File: src/rtl/rmq_pkg.sv
// ----------------------------------------------------------------------------
// rmq_pkg: shared types and constants for the rotation-matrix to quaternion unit
// Field widths, saturation limits, branch codes, register map and cell defaults.
// ----------------------------------------------------------------------------
package rmq_pkg;

    localparam int FRAC_BITS_DEF = 16;
    localparam int FIELD_W       = 18;
    localparam int MAG_W         = 19;
    localparam int THR_W         = 17;
    localparam int LANES         = 3;
    localparam int ADDR_W        = 3;
    localparam int DATA_W        = 32;

    // Default cell sizes for the default fraction width
    localparam int ROOT_W_DEF    = 19;
    localparam int QUO_W_DEF     = MAG_W + FRAC_BITS_DEF;

    localparam int SAT_MAX       = 131071;
    localparam int SAT_MIN_MAG   = 131072;
    localparam logic signed [FIELD_W-1:0] Q_MAX = FIELD_W'(SAT_MAX);
    localparam logic signed [FIELD_W-1:0] Q_MIN = FIELD_W'(-SAT_MIN_MAG);

    // Register map: index bit is paddr[ADDR_W-1]
    localparam logic REG_THRESHOLD = 1'b0;
    localparam logic [THR_W-1:0] THR_RESET = THR_W'(1);

    typedef enum logic [1:0] {
        BR_TRACE = 2'd0,
        BR_X     = 2'd1,
        BR_Y     = 2'd2,
        BR_Z     = 2'd3
    } t_branch;

    typedef struct packed {
        t_branch          branch;
        logic [LANES-1:0] neg;
        logic             degen;
    } t_tag;

endpackage

File: src/rtl/rmq_sqrt_cell.sv
// ----------------------------------------------------------------------------
// rmq_sqrt_cell: one root bit of a restoring square root
// Takes two radicand bits, decides one root bit and hands the rest onward.
// ----------------------------------------------------------------------------
module rmq_sqrt_cell #(
    parameter int ROOT_W = rmq_pkg::ROOT_W_DEF
) (
    input  logic                  i_clk,
    input  logic                  i_en,
    input  logic [ROOT_W+1:0]     i_rem,
    input  logic [ROOT_W-1:0]     i_root,
    input  logic [2*ROOT_W-1:0]   i_rad,
    output logic [ROOT_W+1:0]     o_rem,
    output logic [ROOT_W-1:0]     o_root,
    output logic [2*ROOT_W-1:0]   o_rad
);
    localparam int REM_W = ROOT_W + 2;

    logic [REM_W+1:0]    w_cat;
    logic [REM_W+2:0]    w_diff;
    logic [REM_W-1:0]    n_rem,  r_rem;
    logic [ROOT_W-1:0]   n_root, r_root;
    logic [2*ROOT_W-1:0] n_rad,  r_rad;

    always_comb begin
        w_cat  = {i_rem, i_rad[2*ROOT_W-1 -: 2]};
        w_diff = {1'b0, w_cat} - (REM_W+3)'({i_root, 2'b01});
        if (!w_diff[REM_W+2]) begin
            n_rem  = w_diff[REM_W-1:0];
            n_root = {i_root[ROOT_W-2:0], 1'b1};
        end else begin
            n_rem  = w_cat[REM_W-1:0];
            n_root = {i_root[ROOT_W-2:0], 1'b0};
        end
        n_rad = {i_rad[2*ROOT_W-3:0], 2'b00};
    end

    always_ff @(posedge i_clk) begin
        if (i_en) begin
            r_rem  <= n_rem;
            r_root <= n_root;
            r_rad  <= n_rad;
        end
    end

    assign o_rem  = r_rem;
    assign o_root = r_root;
    assign o_rad  = r_rad;

endmodule

File: config.mk
export PLATFORM = sky130hd
export DESIGN_NAME = rmq_sqrt_cell
export DESIGN_NICKNAME = d
export VERILOG_FILES = /design/src/rtl/rmq_pkg.sv /design/src/rtl/rmq_sqrt_cell.sv
export SDC_FILE = /design/constraint.sdc
export NUM_CORES = 1
export LEC_CHECK = 0
export BUFFER_PORTS_ARGS = -buffer_cell sky130_fd_sc_hd__buf_2
export CAP_MARGIN = 15
export CELL_PAD_IN_SITES_DETAIL_PLACEMENT = 1
export CELL_PAD_IN_SITES_GLOBAL_PLACEMENT = 2
export CORE_MARGIN = 2
export CORE_UTILIZATION = 28
export DETAILED_ROUTE_END_ITERATION = 10
export GPL_ROUTABILITY_DRIVEN = 0
export MAX_ROUTING_LAYER = met4
export PLACE_DENSITY_LB_ADDON = 0.1
export RECOVER_POWER = 25
export SETUP_SLACK_MARGIN = 0.3
export SLEW_MARGIN = 10
export SYNTH_ARGS = -nofsm -noshare
export SYNTH_HDL_FRONTEND = slang
export SYNTH_SLANG_ARGS = --single-unit
File: constraint.sdc
create_clock -name i_clk -period 2.3 [get_ports i_clk]
set_input_delay 0.46 -clock i_clk [delete_from_list [all_inputs] [get_ports i_clk]]
set_output_delay 0.46 -clock i_clk [all_outputs]
set_load 0.05 [all_outputs]
==> results.json <==
{
  "setup-violations-final": 0,
  "final_cells": 714,
  "synth_warnings": 0,
  "seq_power_share": 0.360,
  "crit_type": "input pin to register",
  "die_w_um": 123,
  "fp.coreArea_um2": 13800,
  "ys_seq_area_frac": 0.578,
  "synth.area.top_cells": "edfxtp_1 (58%), ha_1 (6.3%), mux2_4 (5.7%)",
  "fin_nets": 629,
  "rows": 43,
  "io_pins": 158,
  "n_antenna_cell": 0,
  "cap_violations": 1,
  "num_vias": 3273,
  "hold_path.class": "input pin to register",
  "synth_top_area_cell": "edfxtp_1",
  "slew_headroom": -0.0451,
  "syn-cell-area_um2": 3950,
  "die_h_um": 123,
  "routed_wirelength_mm": 11.5,
  "worstPathArrival_ns": 2.23,
  "drc": 0,
  "h-tree-depth": 3,
  "synthArstFlopShare": 0,
  "antenna_found_initial": 0,
  "ant_nets": 0,
  "p_comb_frac": 0.330,
  "slew_viol_final": 24,
  "dieArea_um2": 15100,
  "grt_pass1_vias": 3389,
  "finalCritPeriodShare": 0.930,
  "start_kind": "input pin",
  "cts_tree": "yes",
  "placed_cells": 683,
  "synthCells": 291,
  "grt_usage": 0.156,
  "hpwlAfterDp_mm": 8.82,
  "pwr-share-clk": 0.309,
  "synth_cell_types": 59,
  "syn_area_per_cell_um2": 13.6,
  "cp-end-kind": "register",
  "rsz0062_at_grt": "yes",
  "grt_pass1_wl_mm": 17.2,
  "vias_per_cell": 4.58,
  "cts_max_path_buffers": 2,
  "status": "complete, but fails checks",
  "powerDensity_nw_per_um2": 749,
  "synth_edf_count": 76,
  "synthToLayoutAreaGrowth_pct": 62.5,
  "fmax_mhz": 468,
  "tightestPinTransition_ns": 1.57,
  "final.min_clock_period_ns": 2.14,
  "synth_top_cell_area_share": 0.578,
  "cts.sinks": 76,
  "layout-drive-gt1-share": 0.605,
  "critPathMaxFanout": 4,
  "io_buffers": 155,
  "fillers": 1478,
  "cts_buffers": 9,
  "clkTransAtPathRegs_ns": 0.06,
  "p_leak_nw": 2.81,
  "synth_top_flop_cell": "edfxtp_1",
  "cts_root_buf": "clkbuf_16",
  "required_ns": 2.39,
  "ys_ff_latch": 76,
  "hold_violations": 0,
  "drt_iter0_drc": 90,
  "layout_common_cells": "buf_2 (132), edfxtp_1 (76), buf_4 (73), ha_4 (18)",
  "firstDrtPassIters": 4,
  "ctsHoldBuffers": 0,
  "initial_utilization": 0.285,
  "netSwitchingFraction": 0.336,
  "fin_util": 0.464,
  "p_sw_mw": 1.61,
  "grt-ovfl-total": 0,
  "intPower_mw": 3.19,
  "vdd_ir_drop_max_mv": 0.293,
  "final_common_cell": "buf_2",
  "grt_max_degree": 37,
  "violations": "capacitance limit, slew limit",
  "wl_per_cell_um": 16.1,
  "power_mw": 4.80
}
==> per-stage QoR <==
stage                     setup slack, ns  hold WS (ns)  TNS (ns)  cell area [µm²]
after floorplan                  -0.00131         0.559  -0.00131             4160
after global placement             -0.378         0.637     -5.17             5640
after detailed placement           -0.378         0.638     -5.98             5640
after CTS                           0.141         0.275         0             6210
after global routing               0.0584         0.283         0             6410
final                               0.162         0.291         0             6410
==> power groups by stage <==
stage / clock network, mW / registers (mW) / logic [mW]
finish: 1.49 / 1.73 / 1.59
CTS: 1.53 / 1.73 / 1.54
global route: 1.58 / 1.74 / 1.69
floorplan: 0 / 2.26 / 0.490
global placement: 0 / 1.76 / 1.45
detailed placement: 0 / 1.76 / 1.47
==> timing repair <==
item / in CTS / in global routing
endpoints found under the hold margin: 0 / 0
buffers inserted: 7 / 8
resized for setup: 42 / 36
endpoints found under the setup margin: 21 / 21
pin swaps: 25 / 28
==> registers in the layout, summed over array words and instances, names as in the netlist <==
register  flops
o_rad        36
o_rem        21
o_root       19
==> cell usage after synthesis (all sizes together), types with 2 or more instances <==
cell type,number
mux2i,4
or2,2
xor2,5
nand3,7
nand4,2
o31a,2
inv,25
a311oi,2
xnor2,10
buf,7
nor3b,2
edfxtp,76
mux2,17
o21ai,7
nor2,16
a211oi,5
nand2,11
nand3b,3
nor2b,2
o21a,5
o311ai,2
a21boi,2
a21o,10
o31ai,2
ha,20
clkbuf,5
o211ai,3
nand2b,2
and3,2
a21oi,14
nor3,2
==> cell type report <==
type	count	area (µm²)	share of cell area
flip-flops and latches	76	2280	0.356
multi-input cells	179	1920	0.299
repair buffers	238	1560	0.243
clock buffers	9	225	0.0351
well taps	180	225	0.0351
inverters	25	121	0.0189
clock inverters	7	82.6	0.0129
==> routing by layer <==
metal,global-route usage,share of wire
met1,0.183,0.43
met2,0.258,0.48
met3,0.0358,0.069
met4,0.0603,0.015
met5,-,0
==> final timing paths <==
path | from | to | slack (ns) | depth (start not counted)
worst min-delay path | i_rad[31] | o_rad[33] | 0.29 | 1
worst max-delay path | i_root[6] | o_rem[18] | 0.16 | 11
==> critical path, stage by stage <==
cell and delay, ns:
clkbuf_1 0.11, inv_2 0.05, ha_4 0.28, buf_4 0.12, nand2_1 0.07, o21a_1 0.24, o32ai_2 0.28, nand2b_4 0.20
buf_4 0.10, a211oi_1 0.06, mux2_4 0.26
==> cell families (layout without fill, tap and decap cells) <==
kind of cell | count (synthesis) | after routing | synth area share
multiplexers | 21 | 21 | 0.0729
XOR/XNOR | 15 | 15 | 0.0333
AO/OA/AOI/OAI | 65 | 65 | 0.133
buffers and inverters | 37 | 279 | 0.0438
flip-flops | 76 | 76 | 0.578
AND/OR/NAND/NOR | 56 | 56 | 0.0739
other | 1 | 2 | 0.000951
adder cells (fa/ha/maj) | 20 | 20 | 0.0634
Note: power is estimated with default switching activity, not from simulation.
