===== config.mk =====
export PLATFORM = sky130hd
export DESIGN_NAME = rmq_div_cell
export DESIGN_NICKNAME = d
export VERILOG_FILES = /design/src/rtl/rmq_pkg.sv /design/src/rtl/rmq_div_cell.sv
export SDC_FILE = /design/constraint.sdc
export NUM_CORES = 1
export LEC_CHECK = 0
export ABC_AREA = 1
export ABC_CLOCK_PERIOD_IN_PS = 6200
export BUFFER_PORTS_ARGS = -buffer_cell sky130_fd_sc_hd__buf_4
export CORE_MARGIN = 10
export CORE_UTILIZATION = 42
export CTS_BUF_LIST = sky130_fd_sc_hd__clkbuf_16
export CTS_CLUSTER_DIAMETER = 40
export DETAILED_ROUTE_END_ITERATION = 10
export MAX_ROUTING_LAYER = met4
export PLACE_DENSITY = 0.79
export SLEW_MARGIN = 20
export SYNTH_ARGS = -nofsm -noshare
export SYNTH_HDL_FRONTEND = slang
export SYNTH_SLANG_ARGS = --single-unit
export TNS_END_PERCENT = 5

===== constraint.sdc =====
create_clock -name i_clk -period 6.2 [get_ports i_clk]
set_input_delay 0.93 -clock i_clk [delete_from_list [all_inputs] [get_ports i_clk]]
set_output_delay 0.93 -clock i_clk [all_outputs]
set_load 0.02 [all_outputs]

===== src/rtl/rmq_pkg.sv =====
// ----------------------------------------------------------------------------
// rmq_pkg: shared types and constants for the rotation-matrix to quaternion unit
// Field widths, saturation limits, branch codes, register map and cell defaults.
// ----------------------------------------------------------------------------
package rmq_pkg;

    localparam int FRAC_BITS_DEF = 16;
    localparam int FIELD_W       = 18;
    localparam int MAG_W         = 19;
    localparam int THR_W         = 17;
    localparam int LANES         = 3;
    localparam int ADDR_W        = 3;
    localparam int DATA_W        = 32;

    // Default cell sizes for the default fraction width
    localparam int ROOT_W_DEF    = 19;
    localparam int QUO_W_DEF     = MAG_W + FRAC_BITS_DEF;

    localparam int SAT_MAX       = 131071;
    localparam int SAT_MIN_MAG   = 131072;
    localparam logic signed [FIELD_W-1:0] Q_MAX = FIELD_W'(SAT_MAX);
    localparam logic signed [FIELD_W-1:0] Q_MIN = FIELD_W'(-SAT_MIN_MAG);

    // Register map: index bit is paddr[ADDR_W-1]
    localparam logic REG_THRESHOLD = 1'b0;
    localparam logic [THR_W-1:0] THR_RESET = THR_W'(1);

    typedef enum logic [1:0] {
        BR_TRACE = 2'd0,
        BR_X     = 2'd1,
        BR_Y     = 2'd2,
        BR_Z     = 2'd3
    } t_branch;

    typedef struct packed {
        t_branch          branch;
        logic [LANES-1:0] neg;
        logic             degen;
    } t_tag;

endpackage


===== src/rtl/rmq_div_cell.sv =====
// ----------------------------------------------------------------------------
// rmq_div_cell: one quotient bit of a restoring divider
// Shifts in one numerator bit, trial-subtracts the divisor, passes remainder, numerator and quotient on.
// ----------------------------------------------------------------------------
module rmq_div_cell #(
    parameter int DIV_W = rmq_pkg::ROOT_W_DEF,
    parameter int QUO_W = rmq_pkg::QUO_W_DEF
) (
    input  logic             i_clk,
    input  logic             i_en,
    input  logic [DIV_W-1:0] i_div,
    input  logic [DIV_W-1:0] i_rem,
    input  logic [QUO_W-1:0] i_num,
    input  logic [QUO_W-1:0] i_quo,
    output logic [DIV_W-1:0] o_rem,
    output logic [QUO_W-1:0] o_num,
    output logic [QUO_W-1:0] o_quo
);
    logic [DIV_W:0]   w_cat;
    logic [DIV_W+1:0] w_diff;
    logic             w_take;
    logic [DIV_W-1:0] n_rem, r_rem;
    logic [QUO_W-1:0] n_num, r_num;
    logic [QUO_W-1:0] n_quo, r_quo;

    always_comb begin
        w_cat  = {i_rem, i_num[QUO_W-1]};
        w_diff = {1'b0, w_cat} - (DIV_W+2)'(i_div);
        w_take = !w_diff[DIV_W+1];
        n_rem  = w_take ? w_diff[DIV_W-1:0] : w_cat[DIV_W-1:0];
        n_quo  = {i_quo[QUO_W-2:0], w_take};
        n_num  = {i_num[QUO_W-2:0], 1'b0};
    end

    always_ff @(posedge i_clk) begin
        if (i_en) begin
            r_rem <= n_rem;
            r_num <= n_num;
            r_quo <= n_quo;
        end
    end

    assign o_rem = r_rem;
    assign o_num = r_num;
    assign o_quo = r_quo;

endmodule


==> summary.txt <==
Status
  • Status: complete, no violations

Cells and area
  • Diodes inserted: 0
  • Final non-filler cell total: 722
  • Fill cells: 823
  • Final core utilization: 61.99%
  • Most common cell after layout, fill and taps aside: buf_4
  • Layout Nets: a little over 700
  • Synthesis-to-layout area growth: 44.27%
  • Share of layout cells above drive strength 1: a little under two fifths
  • Commonest cells after routing, fill and taps aside: buf_4 (196), nand2_1 (97), edfxtp_1 (88), inv_1 (66), nor2_1 (24)

Global routing
  • Global route overflow: 0
  • GRT Util Overall: between 15 and 20%
  • Global-route wire length before repair: 19,550 µm
  • Number of global-route vias before repair: approximately 3.4k
  • Largest net degree at the start of global routing: 89
  • Initial antenna violation count: 0

STA
  • Setup_tns: 0 ns
  • Tcrit/Tclk final: 45.44%
  • Fmax: 354.9 MHz
  • Slew @ Worst Pin: roughly 1.1 ns
  • Setup violators final: 0
  • Crit path time final: 2.817 ns
  • Slew Viols, Final: 0
  • Worst slew margin: 27.27%
  • Final hold violation count: 0
  • RSZ-0062 raised after global routing: no

Clocking
  • CTS tree: built
  • # clock sinks: 88
  • Clock transition at the registers of the reported paths: approximately 0.060 ns
  • Hold buffers post-CTS: 0
  • Root buf cell: clkbuf_16
  • Setup Buffers After CTS: 0
  • Post-CTS Resized: 0
  • Max clock buf depth: 2
  • CTS buffer count: 9
  • H-tree depth: 3

Placement
  • Detailed Place HPWL: about 11,000 µm
  • Final RePlAce weighted congestion: 0.9271
  • Placed cell count: 708
  • Port-buffer cells: 196

Pwr
  • Leakage Power: 2.909 nW
  • Cell area power density: 261.2 mW/mm²
  • Peak VDD IR: 0.1148 mV

Logic synthesis
  • Leading area contributor after synthesis: edfxtp_1
  • Post-Syn Area: 0.004180 mm²
  • Synth Register Bits: 88
  • Syn_area_per_cell: 10.91 µm²
  • Main area contributors after synthesis: edfxtp_1 (63%), nand2_1 (8.7%), inv_1 (5.7%)
  • Sequential share of the synthesized area: 63.21%
  • Gate Count Post-Synth: 383
  • Synthesis Warnings: 0
  • Yosys top cell area share: between 60% and 70%
  • Post-synth cell types: 26
  • Syn_nets: 513

Routing
  • Met1 WL: 4899 µm
  • Met3 WL: 962 µm
  • Drt first-iter violations: 213
  • Total wire length: 13,010 µm
  • Pre-Repair DR Iteration Count: 5
  • DR vias: between 3k and 4k
  • Routed wire per std cell: 18.02 µm
  • Final ANT Viol Nets: 0
  • Via density: 4.751
  • Residual DRC count: 0
  • Top Layer Used: met4
  • Wire length on met2: 7067 µm

Setup path
  • CP arrival: slightly below 3 ns
  • Worst setup endpoint: o_rem[13]
  • Critical path capture point type: flip-flop
  • Crit Path Category: primary input to flip-flop
  • CP startpoint: i_div[15]
  • CP required: 6.27 ns
  • Startpoint type of the worst setup path: primary input
  • Worst-path maximum fanout: 31

Floorplan
  • Die area: about 0.014 mm²
  • Starting density of the core: 42.97%
  • Die Span Y: 119.8 µm
  • I/O Pins: 199
  • Die X: 119.8 µm
  • FP Rows: 36
  • Core area: 0.009729 mm²

Job
  • Max capacitance violation total: 0

Min path
  • HP Class: primary input to flip-flop
==> per-layer routing <==
| layer | global-route usage (%) | vias to the layer above |
|---|---|---|
| met5 | - | - |
| met2 | 32.53 | 132 |
| met1 | 19.07 | 1607 |
| met3 | 5.345 | 8 |
| met4 | 3.469 | 0 |
| li1 | - | 1683 |
==> cell families (layout without fill, tap and decap cells) <==
family	Yosys count	after routing	share of synthesized area (%)
other	1	1	0.08971
flip-flops	88	88	63.21
XOR/XNOR	9	9	1.886
buffers and inverters	68	274	6.735
AND/OR/NAND/NOR	167	167	17.96
adder cells (fa/ha/maj)	20	20	6.166
AO/OA/AOI/OAI	30	30	3.951
==> state kept, by name (all words and copies together) (netlist names) <==
signal  count
o_quo      35
o_rem      19
o_num      34
==> area by class of cell <==
class	instances	area [µm²]	share of cell area (%)
clock buffers	9	225.2	3.734
clock inverters	5	28.78	0.4772
inverters	64	240.2	3.983
multi-input cells	227	1256	20.83
flip-flops and latches	88	2643	43.82
well taps	133	166.4	2.759
repair buffers	196	1471	24.40
==> power by group <==
group / switching (W) / leakage, nW / total (W) / internal, W
Sequential: 0.0000161 / 0.861 / 0.000739 / 0.000723
Clock: 0.000198 / 0.130 / 0.000461 / 0.000264
Combinational: 0.000215 / 1.92 / 0.000374 / 0.000159
==> metrics by stage <==
| stage | hold WS, ns | power (W) | cell area, µm² | setup slack (ns) |
|---|---|---|---|---|
| CTS | 0.7634 | 0.001592 | 6031 | 3.430 |
| global route | 0.7611 | 0.001649 | 6031 | 3.202 |
| floorplan | 1.029 | 0.0009436 | 4180 | 3.634 |
| finish | 0.7786 | 0.001575 | 6031 | 3.383 |
| detailed placement | 1.109 | 0.001129 | 5777 | 3.077 |
| global placement | 1.109 | 0.001118 | 5777 | 3.128 |
==> cell usage after synthesis (all sizes together) <==
library cell	number
buf	4
nor3	5
nand3	24
nand2	99
fa	1
and2	2
edfxtp	88
xnor2	3
xor2	6
nand4	8
nand3b	5
a21oi	13
o21ai	17
conb	1
nor2	24
ha	19
inv	64
==> worst min-delay path by stage <==
stage | to | depth (start not counted) | from | slack (ns)
floorplan | o_num[10] | 0 | i_num[9] | 1.03
global placement | o_num[11] | 1 | i_num[10] | 1.11
detailed placement | o_quo[16] | 1 | i_quo[15] | 1.11
CTS | o_quo[2] | 1 | i_quo[1] | 0.76
global route | o_num[31] | 1 | i_num[30] | 0.76
finish | o_quo[20] | 1 | i_quo[19] | 0.78
==> worst max-delay path: stages <==
cell,delay [ns]
buf_4,0.08
inv_1,0.03
ha_1,0.37
a21oi_1,0.24
o21ai_0,0.23
a21oi_4,0.33
nand3_4,0.36
nand3_1,0.23
nand2_1,0.08
Note: power is estimated with default switching activity, not from simulation.
